[config.mk]
export PLATFORM = sky130hd
export DESIGN_NAME = packet_reorder_sorted_queue
export DESIGN_NICKNAME = d
export VERILOG_FILES = /design/src/rtl/core/prsq_pkg.sv /design/src/rtl/core/packet_reorder_sorted_queue.sv /design/src/rtl/core/prsq_cell.sv
export SDC_FILE = /design/constraint.sdc
export NUM_CORES = 2
export LEC_CHECK = 0
export BUFFER_PORTS_ARGS = -buffer_cell sky130_fd_sc_hd__buf_4
export CORE_MARGIN = 2
export CORE_UTILIZATION = 44
export CTS_BUF_LIST = sky130_fd_sc_hd__clkbuf_4
export DETAILED_ROUTE_END_ITERATION = 16
export GPL_ROUTABILITY_DRIVEN = 0
export MAX_ROUTING_LAYER = met4
export PLACE_DENSITY = 0.57
export SETUP_SLACK_MARGIN = 0.4
export SYNTH_ARGS = -nofsm -noshare
export SYNTH_HDL_FRONTEND = slang
export SYNTH_SLANG_ARGS = --single-unit
export TNS_END_PERCENT = 1
[constraint.sdc]
create_clock -name clk -period 6.05 [get_ports clk]
set_input_delay 0.3025 -clock clk [delete_from_list [all_inputs] [get_ports clk]]
set_output_delay 0.3025 -clock clk [all_outputs]
set_load 0.02 [all_outputs]
[src/rtl/core/prsq_pkg.sv]
package prsq_pkg;

    // Operating modes carried by the mode field
    localparam logic [1:0] MODE_ENQUEUE = 2'd0;
    localparam logic [1:0] MODE_DEQUEUE = 2'd1;
    localparam logic [1:0] MODE_CLEAR   = 2'd2;
    localparam logic [1:0] MODE_QUERY   = 2'd3;

    // Configuration register indexes
    localparam logic CFG_PACKETS_PER_FRAME = 1'b0;
    localparam logic CFG_FRAME_NUMBER      = 1'b1;

    // Field widths fixed by the interface
    localparam int COUNT_W   = 10;
    localparam int MISSING_W = 11;
    localparam int HANDLE_W  = 16;
    localparam int FIELD_W   = 16;
    localparam int CFG_W     = 16;

    localparam logic [COUNT_W-1:0] COUNT_MAX = '1;

    // Per-cycle command broadcast to every cell of the row
    typedef struct packed {
        logic enq;   // insert the new entry (store not full)
        logic deq;   // shift every entry one place toward the head
        logic clr;   // drop all entries
    } cell_ctl_t;

endpackage

[src/rtl/core/packet_reorder_sorted_queue.sv]
// Channel | Direction | Handshake          | Payload
// input   | in        | in_valid/in_stall  | mode, packet_handle, packet_index, packet_frame
// output  | out       | out_valid/out_stall| popped_*, received_count, missing_count,
//         |           |                    | store_empty, same_frame, dropped
// config  | in        | cfg_we             | cfg_index, cfg_data
//
// One transfer per cycle while in_stall is low: the row of sorted cells inserts or pops in one step,
// every cell comparing its key against the new one and shifting to its neighbor.
// The result is registered and appears in the cycle after the input is accepted.
// Reset clears the cell valid flags and counters at once; no clearing sweep.
// in_stall is high while a result is held by out_stall.
module packet_reorder_sorted_queue
    import prsq_pkg::*;
#(
    parameter int CAPACITY   = 32,
    parameter int INDEX_BITS = 16
) (
    input  logic                 clk,
    input  logic                 rst_n,
    // input channel
    input  logic                 in_valid,
    output logic                 in_stall,
    input  logic [1:0]           mode,
    input  logic [HANDLE_W-1:0]  packet_handle,
    input  logic [FIELD_W-1:0]   packet_index,
    input  logic [FIELD_W-1:0]   packet_frame,
    // output channel
    output logic                 out_valid,
    input  logic                 out_stall,
    output logic                 popped_valid,
    output logic [HANDLE_W-1:0]  popped_handle,
    output logic [FIELD_W-1:0]   popped_index,
    output logic [COUNT_W-1:0]   received_count,
    output logic signed [MISSING_W-1:0] missing_count,
    output logic                 store_empty,
    output logic                 same_frame,
    output logic                 dropped,
    // configuration port
    input  logic                 cfg_we,
    input  logic                 cfg_index,
    input  logic [CFG_W-1:0]     cfg_data
);

    logic                  in_accept;
    logic                  full;
    cell_ctl_t             ctl;
    logic [INDEX_BITS-1:0] new_key;
    logic [INDEX_BITS+FIELD_W-1:0] key_ext;
    logic [INDEX_BITS+FIELD_W-1:0] pop_ext;

    logic [CAPACITY-1:0]   cell_valid;
    logic [CAPACITY-1:0]   cell_gt;
    logic [INDEX_BITS-1:0] cell_key    [CAPACITY];
    logic [HANDLE_W-1:0]   cell_handle [CAPACITY];

    logic [COUNT_W-1:0]    ppf_reg;
    logic [FIELD_W-1:0]    frame_reg;
    logic [COUNT_W-1:0]    total_reg;
    logic [COUNT_W-1:0]    total_next;

    logic                  out_valid_reg;
    logic                  popped_valid_reg;
    logic [HANDLE_W-1:0]   popped_handle_reg;
    logic [FIELD_W-1:0]    popped_index_reg;
    logic [COUNT_W-1:0]    received_count_reg;
    logic [MISSING_W-1:0]  missing_count_reg;
    logic                  store_empty_reg;
    logic                  same_frame_reg;
    logic                  dropped_reg;
    logic                  pop_hit;
    logic                  empty_after;

    // Handshake: hold input while a result waits
    assign in_stall  = out_valid_reg && out_stall;
    assign in_accept = in_valid && !in_stall;
    assign full      = cell_valid[CAPACITY-1];

    // Sort key is the low INDEX_BITS bits of the index field
    assign key_ext = {{INDEX_BITS{1'b0}}, packet_index};
    assign new_key = key_ext[INDEX_BITS-1:0];

    // Commands for the cell row
    always_comb
    begin
        ctl.enq = in_accept && (mode == MODE_ENQUEUE) && !full;
        ctl.deq = in_accept && (mode == MODE_DEQUEUE);
        ctl.clr = in_accept && (mode == MODE_CLEAR);
    end

    // Row of sorted cells, head at index 0
    for (genvar i = 0; i < CAPACITY; i++)
    begin : g_cell
        logic                  l_valid;
        logic                  l_gt;
        logic [INDEX_BITS-1:0] l_key;
        logic [HANDLE_W-1:0]   l_handle;
        logic                  r_valid;
        logic [INDEX_BITS-1:0] r_key;
        logic [HANDLE_W-1:0]   r_handle;

        if (i == 0)
        begin : g_head
            assign l_valid  = 1'b1;
            assign l_gt     = 1'b0;
            assign l_key    = '0;
            assign l_handle = '0;
        end
        else
        begin : g_mid_l
            assign l_valid  = cell_valid[i-1];
            assign l_gt     = cell_gt[i-1];
            assign l_key    = cell_key[i-1];
            assign l_handle = cell_handle[i-1];
        end

        if (i == CAPACITY-1)
        begin : g_tail
            assign r_valid  = 1'b0;
            assign r_key    = '0;
            assign r_handle = '0;
        end
        else
        begin : g_mid_r
            assign r_valid  = cell_valid[i+1];
            assign r_key    = cell_key[i+1];
            assign r_handle = cell_handle[i+1];
        end

        prsq_cell #(
            .INDEX_BITS (INDEX_BITS)
        ) u_cell (
            .clk          (clk),
            .rst_n        (rst_n),
            .ctl          (ctl),
            .new_key      (new_key),
            .new_handle   (packet_handle),
            .left_valid   (l_valid),
            .left_gt      (l_gt),
            .left_key     (l_key),
            .left_handle  (l_handle),
            .right_valid  (r_valid),
            .right_key    (r_key),
            .right_handle (r_handle),
            .valid        (cell_valid[i]),
            .gt           (cell_gt[i]),
            .key          (cell_key[i]),
            .handle       (cell_handle[i])
        );
    end

    // Configuration registers
    always_ff @(posedge clk or negedge rst_n)
    begin
        if (!rst_n)
        begin
            ppf_reg   <= '0;
            frame_reg <= '0;
        end
        else if (cfg_we)
        begin
            unique case (cfg_index)
                CFG_PACKETS_PER_FRAME: ppf_reg   <= cfg_data[COUNT_W-1:0];
                CFG_FRAME_NUMBER:      frame_reg <= cfg_data;
                default:               ;
            endcase
        end
    end

    // Saturating received count
    always_comb
    begin
        total_next = total_reg;
        if (ctl.clr)
        begin
            total_next = '0;
        end
        else if (ctl.enq && (total_reg != COUNT_MAX))
        begin
            total_next = total_reg + COUNT_W'(1);
        end
    end

    always_ff @(posedge clk or negedge rst_n)
    begin
        if (!rst_n)
        begin
            total_reg <= '0;
        end
        else
        begin
            total_reg <= total_next;
        end
    end

    // Result fields
    assign pop_hit = ctl.deq && cell_valid[0];
    assign pop_ext = {{FIELD_W{1'b0}}, cell_key[0]};

    always_comb
    begin
        empty_after = !cell_valid[0];
        case (mode)
            MODE_ENQUEUE: empty_after = 1'b0;
            MODE_DEQUEUE: empty_after = !cell_valid[1];
            MODE_CLEAR:   empty_after = 1'b1;
            default:      empty_after = !cell_valid[0];
        endcase
    end

    // Output register: valid flag
    always_ff @(posedge clk or negedge rst_n)
    begin
        if (!rst_n)
        begin
            out_valid_reg <= 1'b0;
        end
        else if (in_accept)
        begin
            out_valid_reg <= 1'b1;
        end
        else if (!out_stall)
        begin
            out_valid_reg <= 1'b0;
        end
    end

    // Output register: payload
    always_ff @(posedge clk)
    begin
        if (in_accept)
        begin
            popped_valid_reg   <= pop_hit;
            popped_handle_reg  <= pop_hit ? cell_handle[0] : '0;
            popped_index_reg   <= pop_hit ? pop_ext[FIELD_W-1:0] : '0;
            received_count_reg <= total_next;
            missing_count_reg  <= {1'b0, ppf_reg} - {1'b0, total_next};
            store_empty_reg    <= empty_after;
            same_frame_reg     <= (packet_frame == frame_reg);
            dropped_reg        <= (mode == MODE_ENQUEUE) && full;
        end
    end

    assign out_valid      = out_valid_reg;
    assign popped_valid   = popped_valid_reg;
    assign popped_handle  = popped_handle_reg;
    assign popped_index   = popped_index_reg;
    assign received_count = received_count_reg;
    assign missing_count  = missing_count_reg;
    assign store_empty    = store_empty_reg;
    assign same_frame     = same_frame_reg;
    assign dropped        = dropped_reg;

    // Occupied cells form one run from the head
    a_contiguous: assert property (@(posedge clk) disable iff (!rst_n)
        $onehot({1'b0, cell_valid} + {{CAPACITY{1'b0}}, 1'b1}))
        else $error("cell row has a gap");

    // A clear empties the row and reports an empty store
    a_clear: assert property (@(posedge clk) disable iff (!rst_n)
        ctl.clr |=> (cell_valid == '0) && store_empty_reg && (total_reg == '0))
        else $error("clear did not empty the store");

    // A drop is reported exactly when an enqueue met a full row
    a_drop: assert property (@(posedge clk) disable iff (!rst_n)
        (in_accept && (mode == MODE_ENQUEUE)) |=> (dropped_reg == $past(full)))
        else $error("drop flag does not match store fullness");

    // Store is empty exactly when the head cell is empty
    a_empty: assert property (@(posedge clk) disable iff (!rst_n)
        in_accept |=> (store_empty_reg == !cell_valid[0]))
        else $error("empty flag disagrees with cell row");

    // The two head entries stay in key order
    a_order: assert property (@(posedge clk) disable iff (!rst_n)
        cell_valid[1] |-> (cell_key[0] <= cell_key[1]))
        else $error("head entries out of order");

endmodule

[src/rtl/core/prsq_cell.sv]
module prsq_cell
    import prsq_pkg::*;
#(
    parameter int INDEX_BITS = 16
) (
    input  logic                  clk,
    input  logic                  rst_n,
    input  cell_ctl_t             ctl,
    input  logic [INDEX_BITS-1:0] new_key,
    input  logic [HANDLE_W-1:0]   new_handle,
    // neighbor toward the head
    input  logic                  left_valid,
    input  logic                  left_gt,
    input  logic [INDEX_BITS-1:0] left_key,
    input  logic [HANDLE_W-1:0]   left_handle,
    // neighbor toward the tail
    input  logic                  right_valid,
    input  logic [INDEX_BITS-1:0] right_key,
    input  logic [HANDLE_W-1:0]   right_handle,
    // held entry
    output logic                  valid,
    output logic                  gt,
    output logic [INDEX_BITS-1:0] key,
    output logic [HANDLE_W-1:0]   handle
);

    logic                  valid_reg;
    logic                  valid_next;
    logic [INDEX_BITS-1:0] key_reg;
    logic [INDEX_BITS-1:0] key_next;
    logic [HANDLE_W-1:0]   handle_reg;
    logic [HANDLE_W-1:0]   handle_next;
    logic                  insert_here;

    // New entry goes in front of this one when this key is strictly larger
    assign gt = valid_reg && (key_reg > new_key);

    // First slot that is empty or holds a larger key takes the new entry
    assign insert_here = !left_gt && left_valid && (gt || !valid_reg);

    // Next entry: cleared on clear, shift from the left on insert, from the right on pop
    always_comb
    begin
        valid_next  = valid_reg;
        key_next    = key_reg;
        handle_next = handle_reg;
        if (ctl.clr)
        begin
            valid_next = 1'b0;
        end
        else if (ctl.enq)
        begin
            if (left_gt)
            begin
                valid_next  = left_valid;
                key_next    = left_key;
                handle_next = left_handle;
            end
            else if (insert_here)
            begin
                valid_next  = 1'b1;
                key_next    = new_key;
                handle_next = new_handle;
            end
        end
        else if (ctl.deq)
        begin
            valid_next  = right_valid;
            key_next    = right_key;
            handle_next = right_handle;
        end
    end

    // Occupancy flag
    always_ff @(posedge clk or negedge rst_n)
    begin
        if (!rst_n)
        begin
            valid_reg <= 1'b0;
        end
        else
        begin
            valid_reg <= valid_next;
        end
    end

    // Entry payload
    always_ff @(posedge clk)
    begin
        key_reg    <= key_next;
        handle_reg <= handle_next;
    end

    assign valid  = valid_reg;
    assign key    = key_reg;
    assign handle = handle_reg;

endmodule

==> flow_metrics.env <==
export IMPL_status="complete, no violations"
export IMPL_power_switching_uw=6620
export IMPL_yosys_register_bits=1150
export IMPL_core_area_mm2=0.154
export IMPL_synthTopCellsByArea="edfxtp_1 (48%), ha_1 (9.3%), mux2i_1 (6.9%)"
export IMPL_async_flop_share_pct=6.00
export IMPL_wl_mm=236
export IMPL_clkTransAtPathRegs_ns=0.07
export IMPL_whs_path_depth=4
export IMPL_layout_cells_non_filler=9001
export IMPL_setup_viol=0
export IMPL_critPathKind="reg2reg"
export IMPL_rows=144
export IMPL_critPathMaxFanout=37
export IMPL_initial_core_util_pct=44.2
export IMPL_critPathRequiredTime_ns=6.94
export IMPL_p_leak_uw=0.0308
export IMPL_layout_drive_gt1_share_pct=13.1
export IMPL_combinationalPowerShare_pct=18.5
export IMPL_cap_violations=0
export IMPL_whs_ns=0.121
export IMPL_portBuffers=130
export IMPL_num_vias=55500
export IMPL_grt_max_degree=183
export IMPL_tns_ns=0
export IMPL_die_h_um=397
export IMPL_min_from="mode[0]"
export IMPL_fmax_ghz=0.225
export IMPL_crit_arrival_ns=5.33
export IMPL_avgSynthCellArea_um2=10.5
export IMPL_p_clk_share_pct=35.2
export IMPL_gr_total_overflow=0
export IMPL_yosys_area_top_type="edfxtp_1"
export IMPL_final_nets=7287
export IMPL_p_int_uw=14500
export IMPL_fin_crit_sh_pct=73.4
export IMPL_reg2reg_from="out_valid$_DFFE_PN0P_"
export IMPL_yosysWarnings=0
export IMPL_cts_max_path_buffers=4
export IMPL_critPathLaunchType="flop"
export IMPL_grt_pass1_vias=54900
export IMPL_synth_area_mm2=0.0680
export IMPL_numClockSinks=1150
export IMPL_r2r_end="g_cell[25].u_cell.handle[5]$_DFFE_PP_"
export IMPL_drc=0
export IMPL_drv_slew=0
export IMPL_p_sw_share_pct=31.3
export IMPL_ff2ff_path_depth=8
export IMPL_syn_nets=7072
export IMPL_worstHoldPathType="in2reg"
export IMPL_wl_per_cell_um=26.2
export IMPL_finalCriticalPeriod_ns=4.44
export IMPL_max_vdd_ir_drop_mv=0.178
export IMPL_ys_flop_type="edfxtp_1"
export IMPL_synth_top_area_share_pct=47.7
export IMPL_tightest_slew_ns=1.41
export IMPL_root_buffer="clkbuf_4"
export IMPL_tritoncts="done"
export IMPL_die_x_um=397
export IMPL_synthCells=6492
export IMPL_end_kind="flop"
export IMPL_clock_latency_ns=1.31
export IMPL_drt_pass1_iter_count=6
export IMPL_dp_hpwl_mm=157
export IMPL_synth_edf_count=1081
export IMPL_area_delta_synth_final_pct=11.4
export IMPL_vias_per_cell=6.17
export IMPL_antenna_left=0
export IMPL_post_cts_buffers=0
export IMPL_utilization_pct=49.3
export IMPL_slew_headroom_pct=5.67
export IMPL_die_area_mm2=0.158
export IMPL_powerDensity_mw_per_mm2=279
export IMPL_finClkSkew_ns=0.0892
export IMPL_synth_distinct_cells=86
export IMPL_synth_common_cells="nand2_1 (1,121), edfxtp_1 (1,081), o21ai_0 (513)"
export IMPL_synth_most_common_cell="nand2_1"
export IMPL_cts_resized=0
export IMPL_htreeDepth=5
export IMPL_grt_total_usage_pct=30.4
export IMPL_holdPathEnd="store_empty$_DFFE_PP_"
export IMPL_cts_made_buffers=343
export IMPL_io_pins=131
export IMPL_r2r_setup_slack_ns=1.61
export IMPL_placedCellCount=8311
export IMPL_drt_iter0_markers=5894
export IMPL_grt_pass1_wl_mm=353
export IMPL_yosysSeqAreaShare_pct=50.2
export IMPL_hold_viol=0
export IMPL_rsz0062_at_grt="false"
export IMPL_finalPower_uw=21100
export IMPL_p_seq_share_pct=46.3
export IMPL_antenna_found_initial=8
[logic make-up (layout without fill, tap and decap cells)]
family | Yosys count | in the layout | synth area share [%]
mux | 494 | 494 | 7.31
other cells | 0 | 10 | 0
simple gates | 2130 | 2130 | 13.9
flops | 1150 | 1150 | 50.2
xor+xnor | 30 | 30 | 0.386
compound gates | 1597 | 1597 | 14.6
buf+inv | 583 | 1038 | 4.22
fa+ha+maj | 508 | 508 | 9.35
[power by group through the flow]
stage | clock network (µW) | logic (µW) | registers (µW)
floorplan | 0 | 2610 | 9780
global placement | 0 | 3700 | 9940
detailed placement | 0 | 3790 | 9940
CTS | 7560 | 3860 | 9780
global route | 7950 | 4240 | 9840
finish | 7440 | 3910 | 9800
[metrics by stage]
stage	area (µm²)	setup WS, ns
6_report	75800	1.61
4_1_cts	75800	1.69
2_1_floorplan	68000	0.722
3_5_place_dp	70700	1.44
5_1_grt	75800	1.58
3_3_place_gp	70700	1.50
[cells in the final DEF, fill, tap and decap left out, types with 8 or more instances in the layout]
cell type / synthesis / routed
and2_1: 40 / 38
nor2b_1: 35 / 32
or4_1: 16 / 16
inv_1: 99 / 84
nand4_1: 127 / 127
mux2_2: 26 / 26
dfrtp_1: 69 / 69
nor4_1: 16 / 16
dlygate4sd3_1: 0 / 94
buf_12: 3 / 9
o21a_1: 10 / 10
diode_2: 0 / 10
a211oi_1: 21 / 21
nor2_4: 0 / 18
nand3_1: 496 / 492
nor3_1: 18 / 17
xnor2_1: 22 / 22
ha_1: 507 / 507
a21oi_1: 320 / 317
xor2_1: 8 / 8
clkinv_1: 0 / 65
a2111o_1: 15 / 15
nand2b_1: 14 / 14
mux2i_1: 468 / 468
a31oi_4: 0 / 15
a22oi_1: 17 / 17
o221ai_1: 17 / 17
o21ai_1: 73 / 73
or2_2: 9 / 11
clkbuf_4: 0 / 509
nand2_1: 1121 / 1118
a21o_1: 39 / 39
buf_4: 23 / 251
nor2_1: 207 / 190
o21ai_0: 513 / 513
edfxtp_1: 1081 / 1081
o211ai_1: 470 / 470
inv_2: 0 / 20
[what timing repair did]
| action | in CTS | in global routing |
|---|---|---|
| hold buffers | 95 | 0 |
| hold endpoints to repair | 773 | 0 |
| endpoints found under the setup margin | 0 | 0 |
[worst max-delay path, cell delays in order (launching register included)]
cell and delay [ns]:
dfrtp_1 0.43, a21boi_4 0.26, buf_4 0.46, nand2b_1 0.49
nor2b_2 0.21, buf_4 0.54, o21ai_0 0.36, nor2b_4 0.74
buf_4 0.48
[cell type report]
cell class,instances,area (µm²)
Fill cell,14500,78000
Sequential cell,1150,34200
Multi-Input combinational cell,4759,31600
Clock buffer,509,3820
Timing Repair Buffer,354,3010
Tap cell,2044,2560
Inverter,99,372
Clock inverter,76,318
Antenna cell,10,25.0
[how the worst max path moves through the flow]
stage | cells past startpoint | to | startpoint
2_1_floorplan | 6 | g_cell[26].u_cell.handle[0]$_DFFE_PP_ | out_valid$_DFFE_PN0P_
3_3_place_gp | 12 | g_cell[5].u_cell.handle[10]$_DFFE_PP_ | packet_index[1]
3_5_place_dp | 12 | g_cell[5].u_cell.handle[14]$_DFFE_PP_ | packet_index[1]
4_1_cts | 8 | g_cell[25].u_cell.handle[5]$_DFFE_PP_ | out_valid$_DFFE_PN0P_
5_1_grt | 14 | missing_count[9]$_DFFE_PP_ | out_valid$_DFFE_PN0P_
6_report | 8 | g_cell[25].u_cell.handle[5]$_DFFE_PP_ | out_valid$_DFFE_PN0P_
[per-layer routing]
metal  GRT usage (%)  wire length (µm)  up-vias
met2            46.0            107000     2395
li1                -                 -    25200
met3            4.39             17300      524
met1            40.8            102000    27500
met5               -                 0        -
met4            12.7              9440        0
(Power assumes the default switching activity.)
